[src/rtl/core/wbps_pkg.sv]
`timescale 1ns / 1ps

package wbps_pkg;

  // pattern depth and offset counter size
  localparam int PATTERN_MAX = 16;
  localparam int OFFSET_BITS = 32;

  // fixed field widths
  localparam int DATA_W     = 8;
  localparam int ADDR_W     = 64;
  localparam int MASK_W     = 16;
  localparam int LEN_W      = 5;
  localparam int CFG_IDX_W  = 3;
  localparam int CFG_DATA_W = 64;
  localparam int PAT_W      = 2 * CFG_DATA_W;

  // window index width
  localparam int IDX_W = (PATTERN_MAX > 1) ? $clog2(PATTERN_MAX) : 1;

  localparam logic [OFFSET_BITS-1:0] COUNT_MAX = {OFFSET_BITS{1'b1}};

  // register map
  typedef enum logic [CFG_IDX_W-1:0] {
    CFG_PAT_LOW   = 3'd0,
    CFG_PAT_HIGH  = 3'd1,
    CFG_CARE_MASK = 3'd2,
    CFG_PAT_LEN   = 3'd3,
    CFG_BASE_ADDR = 3'd4
  } cfg_reg_t;

  // newest byte at index 0
  typedef logic [PATTERN_MAX-1:0][DATA_W-1:0] window_t;

  // window stage contents handed to the matcher
  typedef struct packed {
    logic                   valid;
    logic                   last;
    logic [OFFSET_BITS-1:0] count;
    window_t                window;
  } win_stage_t;

  // configuration seen by the matcher
  typedef struct packed {
    logic [PAT_W-1:0]  pattern;
    logic [MASK_W-1:0] care;
    logic [LEN_W-1:0]  length;
    logic [ADDR_W-1:0] base;
  } scan_cfg_t;

endpackage

[src/rtl/core/wildcard_byte_pattern_scan_core.sv]
`timescale 1ns / 1ps

// Wildcard byte pattern scanner.
// Input channel (in_valid/in_ready): one byte of a memory image per item, with
// in_last_byte marking the final byte. Result channel (out_valid/out_ready):
// at most one item per image. out_found=1 with out_match_address = base
// address plus start offset at the first full match of the configured
// pattern (care mask clear = wildcard byte); later bytes of the image, the
// last one included, give nothing. If the last byte arrives with no match,
// out_found=0 and address 0 are returned. The next image starts clean after
// the last byte. Configuration (cfg_we/cfg_index/cfg_wdata) writes one
// register per cycle; the user must write it only while no image is in
// flight, as the block itself does not enforce this.
// The byte enters the window register when it is accepted, and the result
// register loads from the window stage when that stage advances.
// Throughput: 1 byte per cycle while the receiver takes results; the window
// compare and the address add sit between the window and result registers.
// When the receiver stalls, the result holds and one more byte may be taken
// into the window stage; then in_ready drops until the result is taken.
// Reset (rst_n low, synchronous) clears the config registers, window, byte
// count and match-done flag (not the found flag); no clearing pass is needed.

module wildcard_byte_pattern_scan_core (
  input  logic                            clk,
  input  logic                            rst_n,
  input  logic                            in_valid,
  output logic                            in_ready,
  input  logic [wbps_pkg::DATA_W-1:0]     in_data_byte,
  input  logic                            in_last_byte,
  output logic                            out_valid,
  input  logic                            out_ready,
  output logic                            out_found,
  output logic [wbps_pkg::ADDR_W-1:0]     out_match_address,
  input  logic                            cfg_we,
  input  logic [wbps_pkg::CFG_IDX_W-1:0]  cfg_index,
  input  logic [wbps_pkg::CFG_DATA_W-1:0] cfg_wdata
);

  // configuration registers
  logic [wbps_pkg::CFG_DATA_W-1:0] pat_low_r;
  logic [wbps_pkg::CFG_DATA_W-1:0] pat_high_r;
  logic [wbps_pkg::MASK_W-1:0]     care_r;
  logic [wbps_pkg::LEN_W-1:0]      len_r;
  logic [wbps_pkg::ADDR_W-1:0]     base_r;

  wbps_pkg::scan_cfg_t  cfg;
  wbps_pkg::win_stage_t stage;
  logic                 advance;

  // register writes; unused indexes are ignored
  always_ff @(posedge clk) begin
    if (!rst_n) begin
      pat_low_r  <= '0;
      pat_high_r <= '0;
      care_r     <= '0;
      len_r      <= '0;
      base_r     <= '0;
    end else if (cfg_we) begin
      unique case (cfg_index)
        wbps_pkg::CFG_PAT_LOW:   pat_low_r  <= cfg_wdata;
        wbps_pkg::CFG_PAT_HIGH:  pat_high_r <= cfg_wdata;
        wbps_pkg::CFG_CARE_MASK: care_r     <= cfg_wdata[wbps_pkg::MASK_W-1:0];
        wbps_pkg::CFG_PAT_LEN:   len_r      <= cfg_wdata[wbps_pkg::LEN_W-1:0];
        wbps_pkg::CFG_BASE_ADDR: base_r     <= cfg_wdata[wbps_pkg::ADDR_W-1:0];
        default: ;
      endcase
    end
  end

  // byte 0 of the pattern sits in the low bits of the low word
  assign cfg.pattern = {pat_high_r, pat_low_r};
  assign cfg.care    = care_r;
  assign cfg.length  = len_r;
  assign cfg.base    = base_r;

  // window stage: shift register of recent bytes plus saturating byte count
  wbps_window u_window (
    .clk          (clk),
    .rst_n        (rst_n),
    .in_valid     (in_valid),
    .in_ready     (in_ready),
    .in_data_byte (in_data_byte),
    .in_last_byte (in_last_byte),
    .advance      (advance),
    .stage        (stage)
  );

  // compare stage: pattern match, match-done tracking and result register
  wbps_match u_match (
    .clk               (clk),
    .rst_n             (rst_n),
    .stage             (stage),
    .cfg               (cfg),
    .advance           (advance),
    .out_valid         (out_valid),
    .out_ready         (out_ready),
    .out_found         (out_found),
    .out_match_address (out_match_address)
  );

endmodule

[src/rtl/core/wbps_window.sv]
`timescale 1ns / 1ps

module wbps_window (
  input  logic                        clk,
  input  logic                        rst_n,
  input  logic                        in_valid,
  output logic                        in_ready,
  input  logic [wbps_pkg::DATA_W-1:0] in_data_byte,
  input  logic                        in_last_byte,
  input  logic                        advance,
  output wbps_pkg::win_stage_t        stage
);

  logic                             valid_r, valid_nxt;
  logic                             last_r, last_nxt;
  logic [wbps_pkg::OFFSET_BITS-1:0] count_r, count_nxt;
  wbps_pkg::window_t                window_r, window_nxt;

  logic                             accept;
  logic [wbps_pkg::OFFSET_BITS-1:0] count_base;
  wbps_pkg::window_t                window_base;

  assign in_ready = !valid_r || advance;
  assign accept   = in_valid && in_ready;

  // state of the previous image is dropped lazily once its last item has moved in
  assign count_base  = last_r ? '0 : count_r;
  assign window_base = last_r ? '0 : window_r;

  always_comb begin
    valid_nxt  = valid_r;
    last_nxt   = last_r;
    count_nxt  = count_r;
    window_nxt = window_r;
    if (accept) begin
      valid_nxt     = 1'b1;
      last_nxt      = in_last_byte;
      count_nxt     = (count_base == wbps_pkg::COUNT_MAX) ? count_base
                                                          : count_base + 1'b1;
      window_nxt[0] = in_data_byte;
      for (int k = 1; k < wbps_pkg::PATTERN_MAX; k++) begin
        window_nxt[k] = window_base[k-1];
      end
    end else if (advance) begin
      valid_nxt = 1'b0;
    end
  end

  always_ff @(posedge clk) begin
    if (!rst_n) begin
      valid_r  <= 1'b0;
      last_r   <= 1'b0;
      count_r  <= '0;
      window_r <= '0;
    end else begin
      valid_r  <= valid_nxt;
      last_r   <= last_nxt;
      count_r  <= count_nxt;
      window_r <= window_nxt;
    end
  end

  assign stage.valid  = valid_r;
  assign stage.last   = last_r;
  assign stage.count  = count_r;
  assign stage.window = window_r;

endmodule

[src/rtl/core/wbps_match.sv]
`timescale 1ns / 1ps

module wbps_match (
  input  logic                        clk,
  input  logic                        rst_n,
  input  wbps_pkg::win_stage_t        stage,
  input  wbps_pkg::scan_cfg_t         cfg,
  output logic                        advance,
  output logic                        out_valid,
  input  logic                        out_ready,
  output logic                        out_found,
  output logic [wbps_pkg::ADDR_W-1:0] out_match_address
);

  logic                             out_valid_r, out_valid_nxt;
  logic                             done_r, done_nxt;
  logic                             found_r, found_nxt;
  logic [wbps_pkg::ADDR_W-1:0]      addr_r, addr_nxt;

  logic                             take;
  logic                             emit;
  logic                             hit;
  logic [wbps_pkg::LEN_W-1:0]       idx;
  logic [wbps_pkg::OFFSET_BITS-1:0] offset;

  assign advance = !out_valid_r || out_ready;
  assign take    = stage.valid && advance;

  // parallel compare of the window against the pattern, wildcards skipped
  always_comb begin
    hit = 1'b1;
    idx = '0;
    if (cfg.length == '0 ||
        cfg.length > wbps_pkg::LEN_W'(wbps_pkg::PATTERN_MAX) ||
        stage.count < wbps_pkg::OFFSET_BITS'(cfg.length)) begin
      hit = 1'b0;
    end
    for (int j = 0; j < wbps_pkg::PATTERN_MAX; j++) begin
      idx = cfg.length - wbps_pkg::LEN_W'(j) - 1'b1;
      if (wbps_pkg::LEN_W'(j) < cfg.length && cfg.care[j]) begin
        if (stage.window[idx[wbps_pkg::IDX_W-1:0]] !=
            cfg.pattern[j*wbps_pkg::DATA_W +: wbps_pkg::DATA_W]) begin
          hit = 1'b0;
        end
      end
    end
  end

  assign offset = stage.count - wbps_pkg::OFFSET_BITS'(cfg.length);
  assign emit   = !done_r && (hit || stage.last);

  always_comb begin
    out_valid_nxt = out_valid_r;
    done_nxt      = done_r;
    found_nxt     = found_r;
    addr_nxt      = addr_r;
    if (take) begin
      done_nxt = stage.last ? 1'b0 : (done_r || hit);
    end
    if (take && emit) begin
      out_valid_nxt = 1'b1;
      found_nxt     = hit;
      addr_nxt      = hit ? cfg.base + wbps_pkg::ADDR_W'(offset) : '0;
    end else if (out_ready) begin
      out_valid_nxt = 1'b0;
    end
  end

  always_ff @(posedge clk) begin
    if (!rst_n) begin
      out_valid_r <= 1'b0;
      done_r      <= 1'b0;
    end else begin
      out_valid_r <= out_valid_nxt;
      done_r      <= done_nxt;
    end
  end

  always_ff @(posedge clk) begin
    found_r <= found_nxt;
    addr_r  <= addr_nxt;
  end

  assign out_valid         = out_valid_r;
  assign out_found         = found_r;
  assign out_match_address = addr_r;

endmodule

[config.mk]
export PLATFORM = sky130hd
export DESIGN_NAME = wildcard_byte_pattern_scan_core
export DESIGN_NICKNAME = d
export VERILOG_FILES = /design/src/rtl/core/wbps_pkg.sv /design/src/rtl/core/wildcard_byte_pattern_scan_core.sv /design/src/rtl/core/wbps_window.sv /design/src/rtl/core/wbps_match.sv
export SDC_FILE = /design/constraint.sdc
export NUM_CORES = 1
export LEC_CHECK = 0
export BUFFER_PORTS_ARGS = -buffer_cell sky130_fd_sc_hd__buf_4
export CAP_MARGIN = 20
export CORE_ASPECT_RATIO = 1.5
export CORE_MARGIN = 2
export CORE_UTILIZATION = 55
export CTS_CLUSTER_DIAMETER = 80
export DETAILED_ROUTE_END_ITERATION = 8
export PLACE_DENSITY = 0.75
export SLEW_MARGIN = 20
export SYNTH_ARGS = -nofsm -noshare
export SYNTH_HDL_FRONTEND = slang
export SYNTH_SLANG_ARGS = --single-unit
[constraint.sdc]
create_clock -name clk -period 8.4 [get_ports clk]
set_input_delay 0.84 -clock clk [delete_from_list [all_inputs] [get_ports clk]]
set_output_delay 0.84 -clock clk [all_outputs]
set_load 0.02 [all_outputs]
Word level (Yosys, flattened, before mapping)
Cells that the tools add are included.
{ "totals": {"ff_bits": 442, "in_bits": 81, "output_inout_bits": 67, "wordCells": 227} }
{ "classes": {"add_sub_neg": 33, "order_cmp": 34, "eq_ne": 21, "n_mux": 73, "reduce_logical": 38} }
{ "ops": {"columns": ["cell", "count"], "rows": [
  ["8-bit binary-select mux with 4-bit select", 16],
  ["8-bit two-way mux", 16],
  ["8-bit inequality test", 16],
  ["120-bit two-way mux", 1],
  ["4-bit by 5-bit < comparator with 1-bit output, second input constant", 16],
  ["64-bit by 32-bit adder with 64-bit output", 1],
  ["32-bit two-way mux", 2],
  ["4-bit by 1-bit subtractor with 4-bit output, second input constant", 16],
  ["4-bit by 5-bit < comparator with 1-bit output, first input constant", 8],
  ["1-bit two-way mux", 38],
  ["32-bit by 1-bit adder with 32-bit output, second input constant", 1],
  ["32-bit == test, second input constant", 1],
  ["32-bit by 5-bit < comparator with 1-bit output", 1],
  ["32-bit by 5-bit subtractor with 32-bit output", 1],
  ["4-bit subtractor, second input constant", 8],
  ["1-bit logical AND", 20],
  ["3-bit by 5-bit < comparator with 1-bit output, first input constant", 4],
  ["4-bit by 3-bit subtractor with 4-bit output, second input constant", 4],
  ["1-bit by 5-bit < comparator with 1-bit output, first input constant", 2],
  ["2-bit by 5-bit < comparator with 1-bit output, first input constant", 2],
  ["2-bit AND reduction", 5],
  ["4-bit by 2-bit subtractor with 4-bit output, second input constant", 2],
  ["3-bit by 2-bit == test with 1-bit output, second input constant", 2],
  ["1-bit logical OR", 6],
  ["7 further kinds", 10]
]} }

Depth between registers and ports, before layout
{ "depth": {"ltp_word": 40, "mapped_depth": 27, "ltp_nobuf": 22} }

Hierarchy
From an unflattened synthesis, not the netlist that was laid out.
{ "unflattened": {"hier_cells": 2957, "area_unflattened_um2": 30163.9} }
{ "by_module_without_submodules": {"columns": ["mod", "n_inst", "cells_each", "area_per_inst_um2", "seq_area_each_um2"], "rows": [
  ["wbps_match", 1, 1388, 15539.9, 1991.9],
  ["wildcard_byte_pattern_scan_core", 1, 762, 7876.3, 4264.1],
  ["wbps_window", 1, 807, 6747.7, 3243.1]
]} }

Worst setup path before layout
No wires, ideal clock.
{ "synth_path": {"kind": "register to register", "start": "register len_r[1] in the netlist's numbering", "end": "register u_match.found_r, in the netlist u_match.out_found (enable)", "setup_ps": 481, "arrival_time_ps": 7743, "required_time_ps": 7919, "path_slack_ps": 176, "path_stages_with_launch": 19, "n_path_buf": 7, "period_less_slack_ps": 8224, "path_cell_list": "dfxtp_1 -> buf_2 -> buf_2 -> buf_1 -> clkbuf_1 -> inv_1 -> ha_1 -> clkbuf_1 -> clkbuf_1 -> mux4_2 -> mux4_2 -> xnor2_1 -> nand4_1 -> o221ai_1 -> nand4_1 -> nor4_2 -> o211ai_1 -> buf_6 -> a211oi_2"} }
{ "synth_between": {"elab_chain_len": 39, "word_cells_on_any_way": 151, "classes_between": "add/sub (30); order compare (18); eq/ne (16); mux (65); reduce/logical (22)"} }
{ "synth_rtl": {"columns": ["item", "line_no", "rtl"], "rows": [
  ["from (decl)", "wildcard_byte_pattern_scan_core.sv:43", "logic [wbps_pkg::LEN_W-1:0] len_r;"],
  ["from (signal assigned)", "wildcard_byte_pattern_scan_core.sv:63", "wbps_pkg::CFG_PAT_LEN: len_r <= cfg_wdata[wbps_pkg::LEN_W-1:0];"],
  ["parallel branches: the longest is 35 deep, another holds 4-bit by 1-bit subtractor with 4-bit output", null, null],
  ["1-bit two-way mux *", "wbps_match.sv:40", "if (wbps_pkg::LEN_W'(j) < cfg.length && cfg.care[j]) begin"],
  ["1-bit logical OR *", "wbps_match.sv:50", "assign emit = !done_r && (hit || stage.last);"],
  ["1-bit logical AND *", "wbps_match.sv:50", null],
  ["1-bit logical AND *", "wbps_match.sv:60", "if (take && emit) begin"],
  ["to (signal assigned)", "wbps_match.sv:80", "found_r <= found_nxt;"],
  ["to (decl)", "wbps_match.sv:17", "logic found_r, found_nxt;"]
]} }
Every way passes the cells marked *. The select of a mux whose other input is x is not followed.
A chain may end at the register's enable or synchronous reset.

Worst setup path after layout
{ "layout_path": {"start": "register len_r[4] in the netlist's numbering", "end": "register u_match.addr_r, in the netlist u_match.out_match_address[43], data pin"} }
{ "layout_between": {"elab_chain_len": 36, "word_cells_on_any_way": 72, "classes_between": "add/sub (2); order compare (18); mux (33); reduce/logical (19)"} }
{ "layout_rtl": {"columns": ["item", "line_no", "rtl"], "rows": [
  ["parallel branches: the longest is 36 deep, another holds 32-bit by 5-bit < comparator with 1-bit output", null, null],
  ["to (signal assigned)", "wbps_match.sv:81", "addr_r <= addr_nxt;"],
  ["to (decl)", "wbps_match.sv:18", "logic [wbps_pkg::ADDR_W-1:0] addr_r, addr_nxt;"]
]} }
Several ways; the timed one is not identified.

==> reports/results.txt <==
Pint: 3.559 mW
HP Start: care_r[6]
initial antenna violation count: 1
num ports: 148
#FFs+latches synth: 442
CTS Buffer Depth: 3
Min-Delay Path Class: flip-flop to flip-flop
setup tns final: 0 ns
Syn Inst Count: 3,194
Startpoint Class: flip-flop
Post-CTS Repair Setup Buffers: 0
final instance count without filler cells: 3,901
first-pass GRT wire length: 150.1 mm
Fmax achieved: 152.6 MHz
Net Sw Frac: 26.98%
Worst Setup End Kind: flip-flop
clock transition at the registers of the reported paths: 0.07 ns
die boundary height: 286.6 um
final-report hold violation count: 0
Commonest cells post-synth: 558 x nand2_1, 421 x a21oi_1, 377 x dfxtp_1
Post-CTS Resized: 0
drt first pass iters: 5
clk root buf: clkbuf_16
total global routing overflow: 0
Buffers on Ports: 147
later-pin clock latency in the skew report: 0.60 ns
CTS buffer count: 44
CTS sink count: 442
Worst Max-Slew Pin Slew: 1.132 ns
Ys Warns: 0
n_diodes: 0
critical path peak fanout: 32
# setup viols final: 0
Initial Util: 55.69%
die area: 55,140 sq um
Slew HR: 24.45%
CTS tree: done
leakage: 11.74 nW
Avg WL per Cell: 25.80 um
Period minus WS final: 6.552 ns
Hold Path Sink: care_r[6]
detailed-route vias per instance: 6.631
Initial DRC Count: 2,609
Max VDD drop: 0.2452 mV
Reg2Reg Depth: 16
Routability Congestion: 1.050
Synth area leaders: dfxtp_1 26%, mux4_2 17%, a21oi_1 7.2%
CTS Hold Bufs: 0
hold_ws: 0.4579 ns
Die Span X: 192.4 um
Primary FF master, synth: dfxtp_1
Total Nets Final: 3,318
number of global-route vias before repair: 24,859
syn_nets: 3,325
placed cell count: 3,823
post-synth top area cell: dfxtp_1
Synth Cell Area: 29,280 sq um
sequential share of power: 45.6%
Async SR Flop Fraction: 0%
hold path depth: 2
register area share after synthesis: 32.44%
syn avg cell area: 9.169 sq um
critical path required time: 8.85 ns
combinational share of power: 11.9%
HPWL Detailed: 74.28 mm
largest net degree at the start of global routing: 139
CORE AREA: 52,580 sq um
max-cap viol count: 0
max-slew violation count: 0
Net Sw Power: 1.315 mW
Setup Skew: 0.02061 ns
Reg-to-Reg Start: len_r[4]
R2R setup slack: 1.85 ns
top-count cell post-synth: nand2_1
GR Util All Layers: 36.17%
ANT nets after route: 0
Post-synth EDFFs: 65
RSZ-0062 raised after global routing: false
H-tree levels: 2
number of remaining DRC errors: 0
status: completed
post-place setup slack: 1.959 ns
Layout area overhead: 9.690%
vias: 25,866
Site Rows: 103
Critical Path AT: 7.00 ns
FF-to-FF End: u_match.out_match_address[43]
Setup Crit Path Kind: flip-flop to flip-flop
Clk pwr share: 42.4%
top-area cell type share of the netlist area: 25.77%
pwr dens: 151.7 nW/um^2
final wirelength: 100.6 mm
ratio of cells with drive above 1 in the final layout: 17.27%
Final period util: 78.00%
worst setup margin: 1.848 ns
Netlist cell types: 74
placed cells by master (no fill, tap or decap), types with 15 or more instances in the layout:
cell         n
or3_1       26
o21ai_0     58
buf_4      187
nand3_1     39
mux2_2      34
nor4_1      15
mux4_2     224
nand4_1     49
a21oi_1    421
nor3_1      25
dfxtp_1    373
edfxtp_1    65
xnor2_1    165
nand2_1    556
nand2b_1    16
nor2_1     222
mux2i_1    185
a21o_1      27
and3_1     132
xor2_1      46
clkbuf_16   45
ha_1        46
inv_1       35
or4_1       15
layout make-up:
cell class | count | area (sq um)
Multi-Input combinational cell | 2471 | 18710
Tap cell | 682 | 853.3
Clock buffer | 59 | 1239
Fill cell | 4490 | 20460
Sequential cell | 442 | 9509
Timing Repair Buffer | 187 | 1404
Inverter | 41 | 161.4
Clock inverter | 19 | 244.0
stage by stage:
step / cell area (sq um) / power, mW / utilization (%)
after floorplan: 29280 / 2.635 / -
after global placement: 30640 / 2.831 / 58.27
after detailed placement: 30640 / 2.841 / 58.27
after CTS: 32120 / 4.889 / 61.09
after global routing: 32120 / 5.010 / 61.09
final: 32120 / 4.874 / 61.09
power by group through the flow:
stage               registers (mW)  logic (mW)  clock network (mW)
floorplan                     2.26       0.374                   0
global placement              2.27       0.563                   0
detailed placement            2.27       0.571                   0
CTS                           2.22       0.573                2.09
global route                  2.23       0.618                2.17
finish                        2.22       0.581                2.07
worst max-delay path: stages, from the launching register on:
cell and delay (ns):
dfxtp_1 0.48, inv_1 0.20, ha_1 0.26, or4_1 0.48, or4_1 0.51, nand2b_1 0.20, nor3_1 0.58, nand3_1 0.30
xnor2_1 0.24, ha_1 0.43, nand4_1 0.16, or4_1 0.53, o21ai_1 0.46, a21oi_1 0.22, o31a_1 0.59, or4_1 0.58
a21oi_1 0.16
routing by layer:
layer,global-route usage [%],part of all wire [%]
met1,40.60,34
met2,59.19,47
met3,6.702,8.1
met5,0,0
met4,30.42,10
worst max path at each step:
stage                   from                             to  slack (ns)  cells past startpoint
floorplan           len_r[1]              u_match.out_found        0.18                     18
global placement    len_r[4]  u_match.out_match_address[58]        2.10                     19
detailed placement  len_r[4]  u_match.out_match_address[43]        1.96                     16
CTS                 len_r[4]  u_match.out_match_address[43]        1.94                     16
global route        len_r[4]  u_match.out_match_address[43]        1.51                     16
finish              len_r[4]  u_match.out_match_address[43]        1.85                     16
flip-flops by register name, indices dropped and copies added (netlist names):
signal / cells
pat_high_r: 64
u_window.stage: 128
u_window.last_r: 1
len_r: 5
pat_low_r: 64
care_r: 16
base_r: 64
u_window.valid_r: 1
u_window.count_r: 32
u_match.out_found: 1
u_match.done_r: 1
u_match.out_valid: 1
u_match.out_match_address: 64
cell families after synthesis:
| kind of cell | Yosys count | synth area share, % |
|---|---|---|
| simple gates | 1151 | 17.89 |
| flops | 442 | 32.44 |
| compound gates | 602 | 11.57 |
| xor+xnor | 224 | 6.981 |
| mux | 444 | 24.90 |
| buf+inv | 281 | 4.038 |
| fa+ha+maj | 50 | 2.188 |
(Power assumes the default switching activity.)
